File: src/rtl/core/assert_macros.svh
// Assertion helpers for the set engine. Each macro expects clk and rst_n in scope.
`ifndef ASSERT_MACROS_SVH
`define ASSERT_MACROS_SVH

// Same-cycle implication, checked outside reset.
`define SOE_ASSERT_SAME(label, ante, cons) \
  label: assert property (@(posedge clk) disable iff (!rst_n) (ante) |-> (cons)) \
    else $error("set engine check failed");

// Next-cycle implication, checked outside reset.
`define SOE_ASSERT_NEXT(label, ante, cons) \
  label: assert property (@(posedge clk) disable iff (!rst_n) (ante) |=> (cons)) \
    else $error("set engine check failed");

`endif

File: src/rtl/core/soe_pkg.sv
`timescale 1ns / 1ps

package soe_pkg;

  localparam int DEF_SET_DEPTH     = 32;
  localparam int DEF_ELEMENT_WIDTH = 32;
  localparam int MAX_RESULTS       = 32;
  localparam int K_W               = $clog2(MAX_RESULTS + 1);
  localparam int MAX_ELEM_W        = 64;
  localparam int CMD_W             = 3;
  localparam int IN_ELEM_W         = 32;
  localparam int OUT_VALUE_W       = 32;

  typedef enum logic [CMD_W-1:0] {
    OP_CLEAR      = 3'd0,
    OP_LOAD_A     = 3'd1,
    OP_LOAD_B     = 3'd2,
    OP_INTERSECT  = 3'd3,
    OP_DIFFERENCE = 3'd4,
    OP_CONTAINS   = 3'd5,
    OP_EXACT      = 3'd6
  } op_t;

  // Controller to datapath.
  typedef struct packed {
    logic accept;
    op_t  op;
    logic prep;
    logic outer_step;
    logic inner_step;
    logic advance_i;
    logic set_start;
    logic hit_take;
    logic out_final;
    logic out_flag;
    logic ans_set;
    logic ans_val;
  } dp_cmd_t;

  // Datapath to controller.
  typedef struct packed {
    logic out_free;
    logic size_ok;
    logic outer_done;
    logic inner_vld;
    logic match;
    logic pend_valid;
  } dp_sts_t;

endpackage

File: src/rtl/core/soe_channels.sv
`timescale 1ns / 1ps

interface soe_in_if;
  import soe_pkg::*;
  logic                 valid;
  logic                 ready;
  logic [CMD_W-1:0]     command;
  logic [IN_ELEM_W-1:0] element;
  logic                 strict;

  modport source (output valid, command, element, strict, input ready);
  modport sink   (input valid, command, element, strict, output ready);
endinterface

interface soe_out_if;
  import soe_pkg::*;
  logic                   valid;
  logic                   ready;
  logic [OUT_VALUE_W-1:0] value;
  logic                   has_value;
  logic                   answer;
  logic                   overflow;
  logic                   last;

  modport source (output valid, value, has_value, answer, overflow, last, input ready);
  modport sink   (input valid, value, has_value, answer, overflow, last, output ready);
endinterface

File: src/rtl/core/soe_datapath.sv
`timescale 1ns / 1ps

module soe_datapath #(
  parameter int SET_DEPTH     = soe_pkg::DEF_SET_DEPTH,
  parameter int ELEMENT_WIDTH = soe_pkg::DEF_ELEMENT_WIDTH
) (
  input  logic                               clk,
  input  logic                               rst_n,
  input  soe_pkg::dp_cmd_t                   cmd,
  input  logic [soe_pkg::CMD_W-1:0]          in_command,
  input  logic [soe_pkg::IN_ELEM_W-1:0]      in_element,
  input  logic                               in_strict,
  input  logic                               out_ready,
  output logic                               out_valid,
  output logic [soe_pkg::OUT_VALUE_W-1:0]    out_value,
  output logic                               out_has_value,
  output logic                               out_answer,
  output logic                               out_overflow,
  output logic                               out_last,
  output soe_pkg::dp_sts_t                   sts
);
  import soe_pkg::*;

  localparam int IDX_W = (SET_DEPTH > 1) ? $clog2(SET_DEPTH) : 1;
  localparam int CNT_W = $clog2(SET_DEPTH + 1);
  localparam logic [CNT_W-1:0] DEPTH_C = CNT_W'(SET_DEPTH);

  logic [ELEMENT_WIDTH-1:0] mem_a [SET_DEPTH];
  logic [ELEMENT_WIDTH-1:0] mem_b [SET_DEPTH];
  logic [ELEMENT_WIDTH-1:0] rd_a_r, rd_b_r, pend_r;

  logic [CNT_W-1:0] count_a_r, count_b_r;
  logic [CNT_W-1:0] i_r, j_r, jq_r, start_r, n_outer_r, probe_n_r;
  logic [K_W-1:0]   k_r;
  logic             inner_vld_r, outer_is_a_r, strict_r, ans_r, ovf_r, pend_valid_r;

  logic                   out_valid_r, out_has_value_r, out_answer_r, out_overflow_r;
  logic                   out_last_r;
  logic [OUT_VALUE_W-1:0] out_value_r;

  logic [MAX_ELEM_W-1:0]    elem_ext, pend_ext;
  logic [ELEMENT_WIDTH-1:0] elem_w, outer_rd, inner_rd;
  logic [CNT_W-1:0]         j_start, j_end, inner_addr;
  logic                     is_walk, prep_outer_is_a, re_outer, re_inner;
  logic                     re_a, re_b, load_full_a, load_full_b;
  logic [IDX_W-1:0]         addr_a, addr_b;
  logic                     out_free, out_load;

  assign elem_ext = MAX_ELEM_W'(in_element);
  assign elem_w   = elem_ext[ELEMENT_WIDTH-1:0];
  assign pend_ext = MAX_ELEM_W'(pend_r);

  assign is_walk  = (cmd.op == OP_INTERSECT) || (cmd.op == OP_DIFFERENCE);
  assign outer_rd = outer_is_a_r ? rd_a_r : rd_b_r;
  assign inner_rd = outer_is_a_r ? rd_b_r : rd_a_r;

  assign load_full_a = (count_a_r >= DEPTH_C);
  assign load_full_b = (count_b_r >= DEPTH_C);

  // Intersect walks the smaller set, difference the larger; A/B order on a tie.
  always_comb begin
    case (cmd.op)
      OP_INTERSECT:  prep_outer_is_a = !(count_b_r < count_a_r);
      OP_DIFFERENCE: prep_outer_is_a = (count_b_r < count_a_r);
      default:       prep_outer_is_a = 1'b0;
    endcase
  end

  always_comb begin
    case (cmd.op)
      OP_CONTAINS: begin
        j_start = start_r;
        j_end   = probe_n_r;
      end
      OP_EXACT: begin
        j_start = i_r;
        j_end   = i_r + CNT_W'(1);
      end
      default: begin
        j_start = '0;
        j_end   = probe_n_r;
      end
    endcase
  end

  assign inner_addr = cmd.outer_step ? j_start : j_r;
  assign re_outer   = cmd.outer_step;
  assign re_inner   = cmd.outer_step || (cmd.inner_step && (j_r < j_end));
  assign re_a       = outer_is_a_r ? re_outer : re_inner;
  assign re_b       = outer_is_a_r ? re_inner : re_outer;
  assign addr_a     = outer_is_a_r ? i_r[IDX_W-1:0] : inner_addr[IDX_W-1:0];
  assign addr_b     = outer_is_a_r ? inner_addr[IDX_W-1:0] : i_r[IDX_W-1:0];

  assign out_free = !out_valid_r || out_ready;
  assign out_load = cmd.out_final || cmd.out_flag || (cmd.hit_take && pend_valid_r);

  always_comb begin
    sts.out_free   = out_free;
    sts.inner_vld  = inner_vld_r;
    sts.match      = (outer_rd == inner_rd);
    sts.pend_valid = pend_valid_r;
    sts.outer_done = (i_r >= n_outer_r) || (is_walk && (k_r == K_W'(MAX_RESULTS)));
    case (cmd.op)
      OP_CONTAINS: sts.size_ok = (!strict_r && (count_a_r == count_b_r)) ||
                                 (count_a_r > count_b_r);
      OP_EXACT:    sts.size_ok = (count_a_r == count_b_r);
      default:     sts.size_ok = 1'b1;
    endcase
  end

  // Control state.
  always_ff @(posedge clk) begin
    if (!rst_n) begin
      count_a_r    <= '0;
      count_b_r    <= '0;
      inner_vld_r  <= 1'b0;
      pend_valid_r <= 1'b0;
      out_valid_r  <= 1'b0;
    end else begin
      if (cmd.accept) begin
        case (op_t'(in_command))
          OP_CLEAR: begin
            count_a_r <= '0;
            count_b_r <= '0;
          end
          OP_LOAD_A: begin
            if (!load_full_a) count_a_r <= count_a_r + CNT_W'(1);
          end
          OP_LOAD_B: begin
            if (!load_full_b) count_b_r <= count_b_r + CNT_W'(1);
          end
          default: ;
        endcase
      end
      if (cmd.outer_step) begin
        inner_vld_r <= (j_start < j_end);
      end else if (cmd.inner_step) begin
        inner_vld_r <= (j_r < j_end);
      end
      if (cmd.prep) begin
        pend_valid_r <= 1'b0;
      end else if (cmd.hit_take) begin
        pend_valid_r <= 1'b1;
      end
      if (out_load) begin
        out_valid_r <= 1'b1;
      end else if (out_ready) begin
        out_valid_r <= 1'b0;
      end
    end
  end

  // Set stores with registered read data.
  always_ff @(posedge clk) begin
    if (cmd.accept && (op_t'(in_command) == OP_LOAD_A) && !load_full_a) begin
      mem_a[count_a_r[IDX_W-1:0]] <= elem_w;
    end
    if (re_a) rd_a_r <= mem_a[addr_a];
  end

  always_ff @(posedge clk) begin
    if (cmd.accept && (op_t'(in_command) == OP_LOAD_B) && !load_full_b) begin
      mem_b[count_b_r[IDX_W-1:0]] <= elem_w;
    end
    if (re_b) rd_b_r <= mem_b[addr_b];
  end

  // Walk indices, flags and pending result.
  always_ff @(posedge clk) begin
    if (cmd.accept) begin
      strict_r <= in_strict;
      ans_r    <= 1'b0;
      ovf_r    <= ((op_t'(in_command) == OP_LOAD_A) && load_full_a) ||
                  ((op_t'(in_command) == OP_LOAD_B) && load_full_b);
    end
    if (cmd.ans_set) ans_r <= cmd.ans_val;
    if (cmd.prep) begin
      i_r          <= '0;
      start_r      <= '0;
      k_r          <= '0;
      outer_is_a_r <= prep_outer_is_a;
      n_outer_r    <= prep_outer_is_a ? count_a_r : count_b_r;
      probe_n_r    <= prep_outer_is_a ? count_b_r : count_a_r;
    end
    if (cmd.outer_step) begin
      jq_r <= j_start;
      j_r  <= (j_start < j_end) ? j_start + CNT_W'(1) : j_start;
    end else if (cmd.inner_step && (j_r < j_end)) begin
      jq_r <= j_r;
      j_r  <= j_r + CNT_W'(1);
    end
    if (cmd.advance_i) i_r <= i_r + CNT_W'(1);
    if (cmd.set_start) start_r <= jq_r;
    if (cmd.hit_take) begin
      pend_r <= outer_rd;
      k_r    <= k_r + K_W'(1);
    end
  end

  // Output register payload.
  always_ff @(posedge clk) begin
    if (cmd.hit_take && pend_valid_r) begin
      out_value_r     <= pend_ext[OUT_VALUE_W-1:0];
      out_has_value_r <= 1'b1;
      out_answer_r    <= 1'b0;
      out_overflow_r  <= 1'b0;
      out_last_r      <= 1'b0;
    end else if (cmd.out_final) begin
      out_value_r     <= pend_valid_r ? pend_ext[OUT_VALUE_W-1:0] : '0;
      out_has_value_r <= pend_valid_r;
      out_answer_r    <= 1'b0;
      out_overflow_r  <= 1'b0;
      out_last_r      <= 1'b1;
    end else if (cmd.out_flag) begin
      out_value_r     <= '0;
      out_has_value_r <= 1'b0;
      out_answer_r    <= ans_r;
      out_overflow_r  <= ovf_r;
      out_last_r      <= 1'b1;
    end
  end

  assign out_valid     = out_valid_r;
  assign out_value     = out_value_r;
  assign out_has_value = out_has_value_r;
  assign out_answer    = out_answer_r;
  assign out_overflow  = out_overflow_r;
  assign out_last      = out_last_r;

endmodule

File: src/rtl/core/soe_controller.sv
`timescale 1ns / 1ps

module soe_controller (
  input  logic                      clk,
  input  logic                      rst_n,
  input  logic                      in_valid,
  input  logic [soe_pkg::CMD_W-1:0] in_command,
  input  soe_pkg::dp_sts_t          sts,
  output logic                      in_ready,
  output soe_pkg::dp_cmd_t          cmd
);
  import soe_pkg::*;

  typedef enum logic [2:0] {
    S_IDLE,
    S_PREP,
    S_OUTER,
    S_INNER,
    S_HIT,
    S_FINAL,
    S_FLAG
  } state_t;

  state_t state_r, state_nxt;
  op_t    op_r, op_nxt;
  logic   ready_r;
  logic   is_walk, found;

  assign in_ready = ready_r;
  assign is_walk  = op_r inside {OP_INTERSECT, OP_DIFFERENCE};

  always_comb begin
    state_nxt = state_r;
    op_nxt    = op_r;
    cmd       = '0;
    cmd.op    = op_r;
    found     = sts.inner_vld;
    case (state_r)
      S_IDLE: begin
        if (in_valid) begin
          cmd.accept = 1'b1;
          op_nxt     = op_t'(in_command);
          if (op_t'(in_command) inside {OP_INTERSECT, OP_DIFFERENCE, OP_CONTAINS, OP_EXACT}) begin
            state_nxt = S_PREP;
          end else begin
            state_nxt = S_FLAG;
          end
        end
      end
      S_PREP: begin
        cmd.prep = 1'b1;
        if (!sts.size_ok) begin
          cmd.ans_set = 1'b1;
          state_nxt   = S_FLAG;
        end else begin
          state_nxt = S_OUTER;
        end
      end
      S_OUTER: begin
        if (sts.outer_done) begin
          if (is_walk) begin
            state_nxt = S_FINAL;
          end else begin
            cmd.ans_set = 1'b1;
            cmd.ans_val = 1'b1;
            state_nxt   = S_FLAG;
          end
        end else begin
          cmd.outer_step = 1'b1;
          state_nxt      = S_INNER;
        end
      end
      S_INNER: begin
        if (sts.inner_vld && !sts.match) begin
          cmd.inner_step = 1'b1;
        end else if (is_walk) begin
          if (found == (op_r == OP_INTERSECT)) begin
            state_nxt = S_HIT;
          end else begin
            cmd.advance_i = 1'b1;
            state_nxt     = S_OUTER;
          end
        end else if (found) begin
          cmd.advance_i = 1'b1;
          cmd.set_start = (op_r == OP_CONTAINS);
          state_nxt     = S_OUTER;
        end else begin
          cmd.ans_set = 1'b1;
          state_nxt   = S_FLAG;
        end
      end
      S_HIT: begin
        if (!sts.pend_valid || sts.out_free) begin
          cmd.hit_take  = 1'b1;
          cmd.advance_i = 1'b1;
          state_nxt     = S_OUTER;
        end
      end
      S_FINAL: begin
        if (sts.out_free) begin
          cmd.out_final = 1'b1;
          state_nxt     = S_IDLE;
        end
      end
      S_FLAG: begin
        if (sts.out_free) begin
          cmd.out_flag = 1'b1;
          state_nxt    = S_IDLE;
        end
      end
      default: state_nxt = S_IDLE;
    endcase
  end

  always_ff @(posedge clk) begin
    if (!rst_n) begin
      state_r <= S_IDLE;
      ready_r <= 1'b1;
      op_r    <= OP_CLEAR;
    end else begin
      state_r <= state_nxt;
      ready_r <= (state_nxt == S_IDLE);
      op_r    <= op_nxt;
    end
  end

endmodule

File: src/rtl/core/set_operation_engine_core.sv
`timescale 1ns / 1ps
// Channel  | Dir | Fields                                        | Transfer
// in_ch    | in  | command, element, strict                      | valid && ready
// out_ch   | out | value, has_value, answer, overflow, last      | valid && ready
//
// Clear, load and unused commands: accept, then the result enters the output reg once it is free.
// Intersect and difference walk Nw elements of one set and search the Np elements of the other;
// contains and exact match walk B and search A. The inner search makes one compare per cycle
// against the registered read port of each set store.
// Reset (rst_n low, synchronous) empties both sets and drops any result in flight.
// A stalled out_ch holds the block at its next result; in_ch is ready only between commands.

`include "assert_macros.svh"

module set_operation_engine_core #(
  parameter int SET_DEPTH     = soe_pkg::DEF_SET_DEPTH,
  parameter int ELEMENT_WIDTH = soe_pkg::DEF_ELEMENT_WIDTH
) (
  input  logic      clk,
  input  logic      rst_n,
  soe_in_if.sink    in_ch,
  soe_out_if.source out_ch
);
  import soe_pkg::*;

  // Command and status between sequencer and datapath.
  dp_cmd_t dp_cmd;
  dp_sts_t dp_sts;

  // Sequencer: accept one command, then step the walk until its last result is queued.
  soe_controller u_ctrl (
    .clk        (clk),
    .rst_n      (rst_n),
    .in_valid   (in_ch.valid),
    .in_command (in_ch.command),
    .sts        (dp_sts),
    .in_ready   (in_ch.ready),
    .cmd        (dp_cmd)
  );

  // Datapath: set stores, counts, walk indices, pending element and output register.
  soe_datapath #(
    .SET_DEPTH     (SET_DEPTH),
    .ELEMENT_WIDTH (ELEMENT_WIDTH)
  ) u_dp (
    .clk           (clk),
    .rst_n         (rst_n),
    .cmd           (dp_cmd),
    .in_command    (in_ch.command),
    .in_element    (in_ch.element),
    .in_strict     (in_ch.strict),
    .out_ready     (out_ch.ready),
    .out_valid     (out_ch.valid),
    .out_value     (out_ch.value),
    .out_has_value (out_ch.has_value),
    .out_answer    (out_ch.answer),
    .out_overflow  (out_ch.overflow),
    .out_last      (out_ch.last),
    .sts           (dp_sts)
  );

  // Every accepted command leaves in_ch.ready low in the cycle after its transfer.
  `SOE_ASSERT_NEXT(a_accept_leaves_idle, in_ch.valid && in_ch.ready, !in_ch.ready)
  // Push a pending element only into a free output register.
  `SOE_ASSERT_SAME(a_push_has_room, dp_cmd.hit_take && dp_sts.pend_valid, dp_sts.out_free)
  // An element result never carries a flag.
  `SOE_ASSERT_SAME(a_element_no_flag, out_ch.valid && out_ch.has_value,
                   !out_ch.answer && !out_ch.overflow)

endmodule

File: src/flat_wrapper.sv
// flat-port wrapper written by rule: the top's interface ports become plain ports
module set_operation_engine_core_flat import soe_pkg::*;
#(
  parameter int SET_DEPTH     = soe_pkg::DEF_SET_DEPTH,
  parameter int ELEMENT_WIDTH = soe_pkg::DEF_ELEMENT_WIDTH
)
  (clk, rst_n, in_ch_valid, in_ch_command, in_ch_element, in_ch_strict, in_ch_ready, out_ch_valid, out_ch_value, out_ch_has_value, out_ch_answer, out_ch_overflow, out_ch_last, out_ch_ready);
  soe_in_if in_ch_i ();
  soe_out_if out_ch_i ();
  input  logic clk;
  input  logic rst_n;
  input wire logic [$bits(in_ch_i.valid)-1:0] in_ch_valid;
  input wire logic [$bits(in_ch_i.command)-1:0] in_ch_command;
  input wire logic [$bits(in_ch_i.element)-1:0] in_ch_element;
  input wire logic [$bits(in_ch_i.strict)-1:0] in_ch_strict;
  output wire logic [$bits(in_ch_i.ready)-1:0] in_ch_ready;
  output wire logic [$bits(out_ch_i.valid)-1:0] out_ch_valid;
  output wire logic [$bits(out_ch_i.value)-1:0] out_ch_value;
  output wire logic [$bits(out_ch_i.has_value)-1:0] out_ch_has_value;
  output wire logic [$bits(out_ch_i.answer)-1:0] out_ch_answer;
  output wire logic [$bits(out_ch_i.overflow)-1:0] out_ch_overflow;
  output wire logic [$bits(out_ch_i.last)-1:0] out_ch_last;
  input wire logic [$bits(out_ch_i.ready)-1:0] out_ch_ready;
  assign in_ch_i.valid = in_ch_valid;
  assign in_ch_i.command = in_ch_command;
  assign in_ch_i.element = in_ch_element;
  assign in_ch_i.strict = in_ch_strict;
  assign in_ch_ready = in_ch_i.ready;
  assign out_ch_valid = out_ch_i.valid;
  assign out_ch_value = out_ch_i.value;
  assign out_ch_has_value = out_ch_i.has_value;
  assign out_ch_answer = out_ch_i.answer;
  assign out_ch_overflow = out_ch_i.overflow;
  assign out_ch_last = out_ch_i.last;
  assign out_ch_i.ready = out_ch_ready;
  set_operation_engine_core #(.SET_DEPTH(SET_DEPTH), .ELEMENT_WIDTH(ELEMENT_WIDTH)) u_core (.clk(clk), .rst_n(rst_n), .in_ch(in_ch_i), .out_ch(out_ch_i));
endmodule
File: config.mk
export PLATFORM = sky130hd
export DESIGN_NAME = set_operation_engine_core_flat
export DESIGN_NICKNAME = d
export VERILOG_FILES = /design/src/rtl/core/soe_pkg.sv /design/src/rtl/core/soe_channels.sv /design/src/rtl/core/soe_datapath.sv /design/src/rtl/core/soe_controller.sv /design/src/rtl/core/set_operation_engine_core.sv /design/src/flat_wrapper.sv
export VERILOG_INCLUDE_DIRS = /design/src /design/src/rtl/core
export SDC_FILE = /design/constraint.sdc
export NUM_CORES = 2
export LEC_CHECK = 0
export BUFFER_PORTS_ARGS = -buffer_cell sky130_fd_sc_hd__buf_4
export CAP_MARGIN = 20
export CORE_ASPECT_RATIO = 1.2
export CORE_MARGIN = 4
export CORE_UTILIZATION = 33
export CTS_BUF_LIST = sky130_fd_sc_hd__clkbuf_16
export DETAILED_ROUTE_END_ITERATION = 8
export PLACE_DENSITY_LB_ADDON = 0.15
export SLEW_MARGIN = 40
export SYNTH_ARGS = -nofsm -noshare
export SYNTH_HDL_FRONTEND = slang
export SYNTH_SLANG_ARGS = --single-unit
export TNS_END_PERCENT = 1
File: constraint.sdc
create_clock -name clk -period 5.5 [get_ports clk]
set_clock_uncertainty 0.15 [all_clocks]
set_input_delay 0.55 -clock clk [delete_from_list [all_inputs] [get_ports clk]]
set_output_delay 0.55 -clock clk [all_outputs]
set_load 0.02 [all_outputs]
==> key figures <==
Min path
  • Worst hold path type: in2reg
  • Hold-critical path endpoint: u_core.u_dp.mem_b[23][19]
  • Hold depth: 1
  • Hold path start: in_ch_element[19]

Worst setup path
  • FF-to-FF setup slack: 0.73 ns
  • Element type at the critical path end: flip-flop
  • Crit path DAT: 5.24 ns
  • R2R depth: 13
  • Crit-path max FO: 25
  • Slowest CP cell: nor4_1
  • Worst Path Buf+Inv: 3
  • Crit Path Class: reg2reg
  • Reg2reg end: u_core.u_dp.rd_b_r[27]
  • Crit Reg-Reg Startpoint: u_core.u_dp.i_r[0]
  • CP Launch Type: flip-flop
  • Max stage delay on crit path: 0.67 ns
  • Critical path required time: 5.97 ns
  • Cells along the critical path: inv_1 > ha_1 > nand2b_1 > a21oi_2 > o21a_4 > o211a_4 > buf_12 > buf_12 > mux2_2 > o21ai_0 > a21oi_1 > nor4_1 > nor4_1
  • Crit path max-delay family: compound AO/OA/AOI/OAI gates
  • CP Launch Point: u_core.u_dp.i_r[0]

STA
  • Max-slew violations: 0
  • # setup viols final: 0
  • F_max: 209 MHz
  • Rel. slew slack: 41.7%
  • Period utilization: 86.8%
  • Setup ws final: 0.726 ns
  • Final hold vios: 0
  • Final setup TNS: 0 ns
  • Slew at the pin closest to its max-slew limit: 0.867 ns
  • Tmin final: 4.77 ns
  • RSZ-0062 raised after global routing: no

Die
  • I/O Pins: 78
  • Die Ht: 580 um
  • Die ar.: 281000 um2
  • Initial Util: 33.2%
  • Core area: 271000 um2
  • FP Rows: 209
  • Die width: 485 um

CTS
  • Post-CTS Setup Inserts: 0
  • Clock-pin slew on the worst setup and hold paths: 0.06 ns
  • Post-CTS Resized: 0
  • Worst skew pair latency: 0.92 ns
  • CTS max path bufs: 4
  • Num CTS Buffers: 240
  • CTS root buf: clkbuf_16
  • Clock Sinks: 2248
  • CTS tree: built
  • Htree depth: 4

Pwr
  • Power Density: 456 nW/um2
  • Leak pwr: 0.0358 uW
  • Worst vdd ir: 0.266 mV

Logic synthesis
  • Ys flop type: edfxtp_1
  • EDFF count, synth: 2222
  • Synthesized area per cell: 14.3 um2
  • Seq cells post-synth: 2248
  • YS warnings: 0
  • Mapped Area: 90000 um2
  • Seq/Total Area, Yosys: 74.7%
  • Post-synth ARST share: 0%
  • Syn nets: 6381
  • Synth top area share: 74.1%
  • Cell taking the most area after synthesis: edfxtp_1
  • Post-synthesis cell type count: 75
  • Largest cells by area after synthesis: edfxtp_1, nand2_1, mux2i_1
  • Cells after synthesis: 6306

Drt
  • Drt drc: 0
  • Via density: 5.22
  • DR pass1 iterations: 6
  • Antenna Violating Nets Remaining: 0
  • WL/cell: 28.1 um
  • Via count: 54000
  • Initial detailed-routing violation count: 4895
  • WL final: 291 mm

Job
  • Max-Cap Viols: 0

Status
  • Status: complete, no violations

Placed design
  • Post-placement worst setup slack: 0.625 ns
  • DP HPWL: 172 mm
  • Port bufs: 77
  • RePlAce Congestion: 0.842

Finish
  • Final core occ: 38.7%
  • Nets: 6643
  • Layout area overhead: 16.5%
  • Share of cells above drive strength 1: 13.5%

GRT
  • Largest net degree at the start of global routing: 90
  • Vias in the first global route: 53600
  • GR Overflow Total: 0
  • Antenna violations before repair: 22
  • First-pass GRT wire length: 409 mm
  • Global Route Usage Sum: 20.1%
-- repair_timing --
action,CTS,global route
endpoints found under the hold margin,283,94
hold buffers,27,7
setup endpoints to repair,0,0
-- cell usage in the layout, fill, tap and decap left out, types with 24 or more instances in the layout --
master,instances
mux2_2,94
clkbuf_16,244
ha_1,35
nor2_4,68
nand2_1,1358
o21ai_0,103
and2_1,41
mux2i_1,368
a21oi_1,300
clkinv_1,61
nor4_1,52
edfxtp_1,2222
dlygate4sd3_1,34
inv_1,85
buf_4,275
a22oi_1,35
nand3_1,419
clkinv_2,39
nor2_1,46
o22ai_1,98
dfxtp_1,26
a211oi_1,39
a31oi_1,80
buf_12,50
buf_6,24
xnor2_1,50
and3_1,136
-- cells in the mapped netlist, types with 42 or more instances --
| library cell | instances |
|---|---|
| a21oi_1 | 302 |
| a31oi_1 | 81 |
| and2_1 | 42 |
| and3_1 | 137 |
| buf_2 | 146 |
| clkbuf_1 | 164 |
| edfxtp_1 | 2222 |
| mux2_2 | 94 |
| mux2i_1 | 368 |
| nand2_1 | 1375 |
| nand3_1 | 419 |
| nor2_1 | 113 |
| nor4_1 | 68 |
| o21ai_0 | 104 |
| o22ai_1 | 99 |
| xnor2_1 | 50 |
-- kinds of logic (layout without fill, tap and decap cells) --
kind of cell | count (synthesis) | in the layout | share of synthesized area [%]
simple gates | 2287 | 2287 | 11.4
flops | 2248 | 2248 | 74.7
compound gates | 806 | 806 | 5.52
mux | 462 | 462 | 5.27
buf+inv | 412 | 859 | 2.14
xor+xnor | 56 | 56 | 0.545
fa+ha+maj | 35 | 35 | 0.486
other cells | 0 | 21 | 0
-- worst max path at each step --
stage | slack, ns | endpoint | cells after the start
6_report | 0.73 | u_core.u_dp.rd_b_r[27] | 13
5_1_grt | 0.48 | u_core.u_dp.rd_b_r[27] | 13
4_1_cts | 0.65 | u_core.u_dp.rd_b_r[27] | 13
3_5_place_dp | 0.63 | u_core.u_dp.rd_b_r[27] | 13
3_3_place_gp | 0.11 | u_core.u_dp.rd_b_r[13] | 12
2_1_floorplan | 1.08 | u_core.u_dp.rd_a_r[0] | 11
-- worst register-to-register path, stage by stage (launching register included) --
cell and delay (ns):
edfxtp_1 0.50, inv_1 0.13, ha_1 0.31, nand2b_1 0.16
a21oi_2 0.41, o21a_4 0.35, o211a_4 0.60, buf_12 0.34
buf_12 0.24, mux2_2 0.37, o21ai_0 0.13, a21oi_1 0.06
nor4_1 0.67, nor4_1 0.11
-- metrics by stage --
step           total power [uW]  cell area (um2)  std cells  hold slack [ns]
6_report                  47900           105000      10400           0.0718
3_3_place_gp              32800            96600       9857            0.323
4_1_cts                   48400           105000      10300           0.0151
3_5_place_dp              32900            97100       9877            0.342
2_1_floorplan             27300            90000       6306            0.347
5_1_grt                   49900           105000      10400           0.0395
-- area by class of cell --
class,count,area (um2)
fillers,25500,166000
clock buffers,244,6110
inverters,33,126
diodes,21,52.6
clock inverters,183,1280
well taps,3587,4490
repair buffers,399,4020
multi-input cells,3646,21600
flip-flops and latches,2248,67200
-- where the power goes --
part,total [uW],switching (uW),internal (uW)
sequential,19800,390,19400
clock,15500,6700,8750
combinational,12600,8360,4240
total,47900,15500,32400
-- state kept, by name (all words and copies together), names as in the netlist, 6 cells and up --
signal and count:
u_core.u_dp.j_r 6, u_core.u_dp.count_b_r 6, u_core.u_dp.count_a_r 6, u_core.u_dp.out_value 32
u_core.u_dp.pend_r 32, u_core.u_dp.i_r 6, u_core.u_dp.jq_r 6, u_core.u_dp.rd_a_r 32
u_core.u_dp.n_outer_r 6, u_core.u_dp.mem_b 1024, u_core.u_dp.mem_a 1024, u_core.u_dp.rd_b_r 32
u_core.u_dp.k_r 6, u_core.u_dp.probe_n_r 6, u_core.u_dp.start_r 6
-- per-layer routing --
layer  routed length [um]  track usage [%]
met5                    0                0
met4                12200             8.18
met3                12900             2.41
met2               146000             34.8
met1               119000             25.4
No activity file was read; power rests on OpenSTA's default activity.
